`src/hw/rtl/sacl_pkg.sv`:
```
// shared types, constants and register codes for the set-associative cache lookup
package sacl_pkg;

   // default sizes
   localparam int MAX_WAYS_DEF  = 8;
   localparam int MAX_SETS_DEF  = 256;   // set count is a power of two
   localparam int ADDR_BITS_DEF = 16;

   // recency stamp width
   localparam int STAMP_W = 32;

   // configuration port
   localparam int CSR_IDX_W  = 2;
   localparam int CSR_DATA_W = 4;

   localparam logic [CSR_IDX_W-1:0] CSR_OFFSET_BITS = 2'd0;
   localparam logic [CSR_IDX_W-1:0] CSR_SET_BITS    = 2'd1;
   localparam logic [CSR_IDX_W-1:0] CSR_WAYS_IN_USE = 2'd2;
   localparam logic [CSR_IDX_W-1:0] CSR_POLICY      = 2'd3;

   // register reset values
   localparam logic [3:0] OFFSET_BITS_RST = 4'd2;
   localparam logic [3:0] SET_BITS_RST    = 4'd2;
   localparam logic [3:0] WAYS_IN_USE_RST = 4'd2;
   localparam logic       POLICY_RST      = 1'b0;

   // replacement policy codes
   localparam logic POLICY_LRU  = 1'b0;
   localparam logic POLICY_FIFO = 1'b1;

   // controller states
   typedef enum logic [2:0] {
      ST_CLEAR,
      ST_IDLE,
      ST_READ,
      ST_LOOK,
      ST_SCAN,
      ST_WRITE
   } state_type;

   // controller to datapath
   typedef struct packed {
      logic req_ready;
      logic capture;
      logic clr_wr;
      logic rd_en;
      logic look;
      logic scan_step;
      logic wr_en;
   } cmd_type;

   // datapath to controller
   typedef struct packed {
      logic clr_last;
      logic need_scan;
      logic scan_last;
      logic rsp_free;
   } sts_type;

endpackage

```
`src/hw/rtl/sacl_ctrl.sv`:
```
// controller state machine of the cache lookup
module sacl_ctrl (
   input  logic              clock,
   input  logic              reset,
   input  logic              req_valid,
   input  sacl_pkg::sts_type sts,
   output sacl_pkg::cmd_type cmd
);

   sacl_pkg::state_type state_ff, state_in;

   // state register
   always_ff @(posedge clock) begin
      if (reset) begin
         state_ff <= sacl_pkg::ST_CLEAR;
      end else begin
         state_ff <= state_in;
      end
   end

   // next state
   always_comb begin
      state_in = state_ff;
      case (state_ff)
         sacl_pkg::ST_CLEAR: begin
            if (sts.clr_last) state_in = sacl_pkg::ST_IDLE;
         end
         sacl_pkg::ST_IDLE: begin
            if (req_valid) state_in = sacl_pkg::ST_READ;
         end
         sacl_pkg::ST_READ: begin
            state_in = sacl_pkg::ST_LOOK;
         end
         sacl_pkg::ST_LOOK: begin
            state_in = sts.need_scan ? sacl_pkg::ST_SCAN : sacl_pkg::ST_WRITE;
         end
         sacl_pkg::ST_SCAN: begin
            if (sts.scan_last) state_in = sacl_pkg::ST_WRITE;
         end
         sacl_pkg::ST_WRITE: begin
            if (sts.rsp_free) state_in = sacl_pkg::ST_IDLE;
         end
         default: begin
            state_in = sacl_pkg::ST_CLEAR;
         end
      endcase
   end

   // command outputs
   always_comb begin
      cmd = '0;
      case (state_ff)
         sacl_pkg::ST_CLEAR: begin
            cmd.clr_wr = 1'b1;
         end
         sacl_pkg::ST_IDLE: begin
            cmd.req_ready = 1'b1;
            cmd.capture   = req_valid;
         end
         sacl_pkg::ST_READ: begin
            cmd.rd_en = 1'b1;
         end
         sacl_pkg::ST_LOOK: begin
            cmd.look = 1'b1;
         end
         sacl_pkg::ST_SCAN: begin
            cmd.scan_step = 1'b1;
         end
         sacl_pkg::ST_WRITE: begin
            cmd.wr_en = sts.rsp_free;
         end
         default: begin
            cmd = '0;
         end
      endcase
   end

endmodule

```
`config.mk`:
```
export PLATFORM = sky130hd
export DESIGN_NAME = sacl_ctrl
export DESIGN_NICKNAME = d
export VERILOG_FILES = /design/src/hw/rtl/sacl_pkg.sv /design/src/hw/rtl/sacl_ctrl.sv
export SDC_FILE = /design/constraint.sdc
export NUM_CORES = 1
export LEC_CHECK = 0
export ABC_AREA = 1
export BUFFER_PORTS_ARGS = -buffer_cell sky130_fd_sc_hd__buf_2
export CORE_AREA = 5 5 42 44
export DETAILED_ROUTE_END_ITERATION = 8
export DIE_AREA = 0 0 47 49
export PLACE_DENSITY = 0.43
export RECOVER_POWER = 100
export SETUP_SLACK_MARGIN = 0.1
export SYNTH_ARGS = -nofsm -noshare
export SYNTH_HDL_FRONTEND = slang
export SYNTH_SLANG_ARGS = --single-unit
```
`constraint.sdc`:
```
create_clock -name clock -period 3.1 [get_ports clock]
set_input_delay 0.155 -clock clock [delete_from_list [all_inputs] [get_ports clock]]
set_output_delay 0.155 -clock clock [all_outputs]
set_load 0.03 [all_outputs]
```
==> qor.yml <==
status:
  status: "complete, no violations"
final_layout:
  largest-register: "state_ff"
  top_regs: "state_ff x3"
  mostFrequentLayoutCells: "inv_1 (11), nand2_1 (8), clkbuf_1 (8), nor2_1 (6), buf_2 (6)"
  drive_above_1_share_pct: 33.3
  antenna-diode-count: 0
  nets: 71
  largest_reg_flops: 3
  synthToLayoutAreaGrowth_pct: 31.4
  final_common_cell: "inv_1"
critical_path:
  arrival_ns: 1.33
  slowest_stage: "dfxtp_1"
  worst_ep_required_time_ns: 2.94
  crit_fanout: 9
  cp-start-kind: "register"
  crit_type: "register to output port"
  cp_cell_sequence: "nand3_1, nor2_1, clkbuf_1"
  cp.depth: 3
  worstRegToRegCells: 6
  crit_family: "flip-flops"
  slowest_delay_ns: 0.52
  worstSetupEndpointType: "output port"
  path_buf_inv: 1
clock_tree:
  clock_sinks: 3
  cts_resized: 0
  cts_buffers: 3
  cts_setup_buffers: 0
  clk_latency_ns: 0.23
  clockBufferDepth: 2
  path_clk_slew_ns: 0.04
  h-tree-depth: 1
  cts_tree: "yes"
  cts.hold.buffers_added: 0
  ctsRootBufferMaster: "clkbuf_4"
global_route:
  grt_use_total_pct: 7.10
  antenna_found_initial: 0
  gr-total-overflow: 0
  grt_pass1_wl_mm: 1.18
  grt_max_degree: 10
  grt_pass1_vias: 318
synth:
  yosysWarningCount: 0
  syn_avg_cell_area_um2: 6.10
  synth_edf_count: 0
  ys_ff_latch: 3
  synth.net_count: 54
  syn_inst: 47
  seq_area_frac_synth_pct: 21.0
  synthArstFlopShare_pct: 0
  synthDistinctLibCells: 15
  syn_area_um2: 287
  synthFlopType: "dfxtp_1"
die:
  die_h_um: 49
  fp.dieW_um: 47
  die_area_um2: 2300
  io_pins: 14
  coreArea_um2: 1400
  rows: 14
  initial_core_util_pct: 20.4
drt:
  drc: 0
  vias: 303
  wl_per_cell_um: 8.54
  drt_first_pass_iters: 4
  viasPerCell: 3.84
  drtAntennaViolNets: 0
  wirelength_um: 675
  drt_iter0_markers: 2
job:
  cap_violations: 0
pwr:
  power.density_nw_per_um2: 986
  power.leakage_nw: 0.215
  ir_worst_vdd_uv: 274
placement:
  gp_congestion: 0.668
  io_buffers: 13
  hpwlAfterDp_um: 539
timing:
  finalMaxSlewViolations: 0
  hold_ws_ns: 0.106
  setup_viol_count_final: 0
  worst_pin_slew_ns: 0.375
  finalHoldViolCount: 0
  rsz0062_at_grt: "false"
  min_period_over_period_pct: 47.9
  maxSlewHeadroom_pct: 75.1
  fin_worst_skew_ns: 0.00216
  max_freq_mhz: 674
  tns_ns: 0
  fin_crit_ns: 1.48
worst_hold_path:
  whs_path_depth: 2
  hold_path.class: "primary input to register"
-- cells by family after synthesis --
kind of cell | share of synthesized area, %
buf+inv | 21.0
flops | 21.0
compound gates | 4.37
simple gates | 53.7
-- worst reg2reg max path, delay by kind of cell, from the launching register on --
kind	cells	cell delay, ns
and+or+nand+nor	6	0.65
DFF	1	0.52
-- cells in the mapped netlist, types with 2 or more instances --
library cell	number	area [um^2]
nand3_1	3	15.0
nand2_1	7	26.3
inv_2	3	11.3
nor3_2	2	20.0
inv_1	11	41.3
nor2_2	5	31.3
nand3_2	2	20.0
nor2_1	5	18.8
dfxtp_1	3	60.1
-- layout make-up --
class,count,area (um^2)
fillers,189,1020
flip-flops and latches,3,60.1
multi-input cells,29,161
inverters,14,52.6
well taps,16,20.0
clock buffers,4,26.3
repair buffers,13,56.3
-- stage by stage --
step	setup WS (ns)	utilization (%)	total power, mW	cells	instance area [um^2]
global placement	1.92	26.0	0.320	75	364
global route	1.51	26.9	0.412	79	377
finish	1.62	26.9	0.371	79	377
CTS	1.71	27.9	0.391	79	390
floorplan	1.82	-	0.268	47	287
detailed placement	1.93	26.0	0.318	75	364
-- power breakdown --
group | internal, mW | total (mW) | switching (mW)
registers | 0.0531 | 0.0821 | 0.0290
logic | 0.0664 | 0.222 | 0.156
clock network | 0.0481 | 0.0670 | 0.0189
total | 0.168 | 0.371 | 0.204
-- per-layer routing --
layer / vias up / wire [um] / GRT usage [%]
li1: 170 / - / -
met2: 7 / 313 / 9.95
met4: 0 / 0 / 6.91
met1: 126 / 311 / 8.32
met3: 0 / 49 / 1.48
met5: - / 0 / 0
-- path summary, 6_finish.rpt --
kind,to,slack [ns],startpoint
setup / recovery,cmd[0],1.62,state_ff[2]
hold / removal,state_ff[1],0.11,reset
setup reg to reg,state_ff[0],1.88,state_ff[2]
hold reg to reg,state_ff[2],0.65,state_ff[2]
No activity file was read; power rests on OpenSTA's default activity.
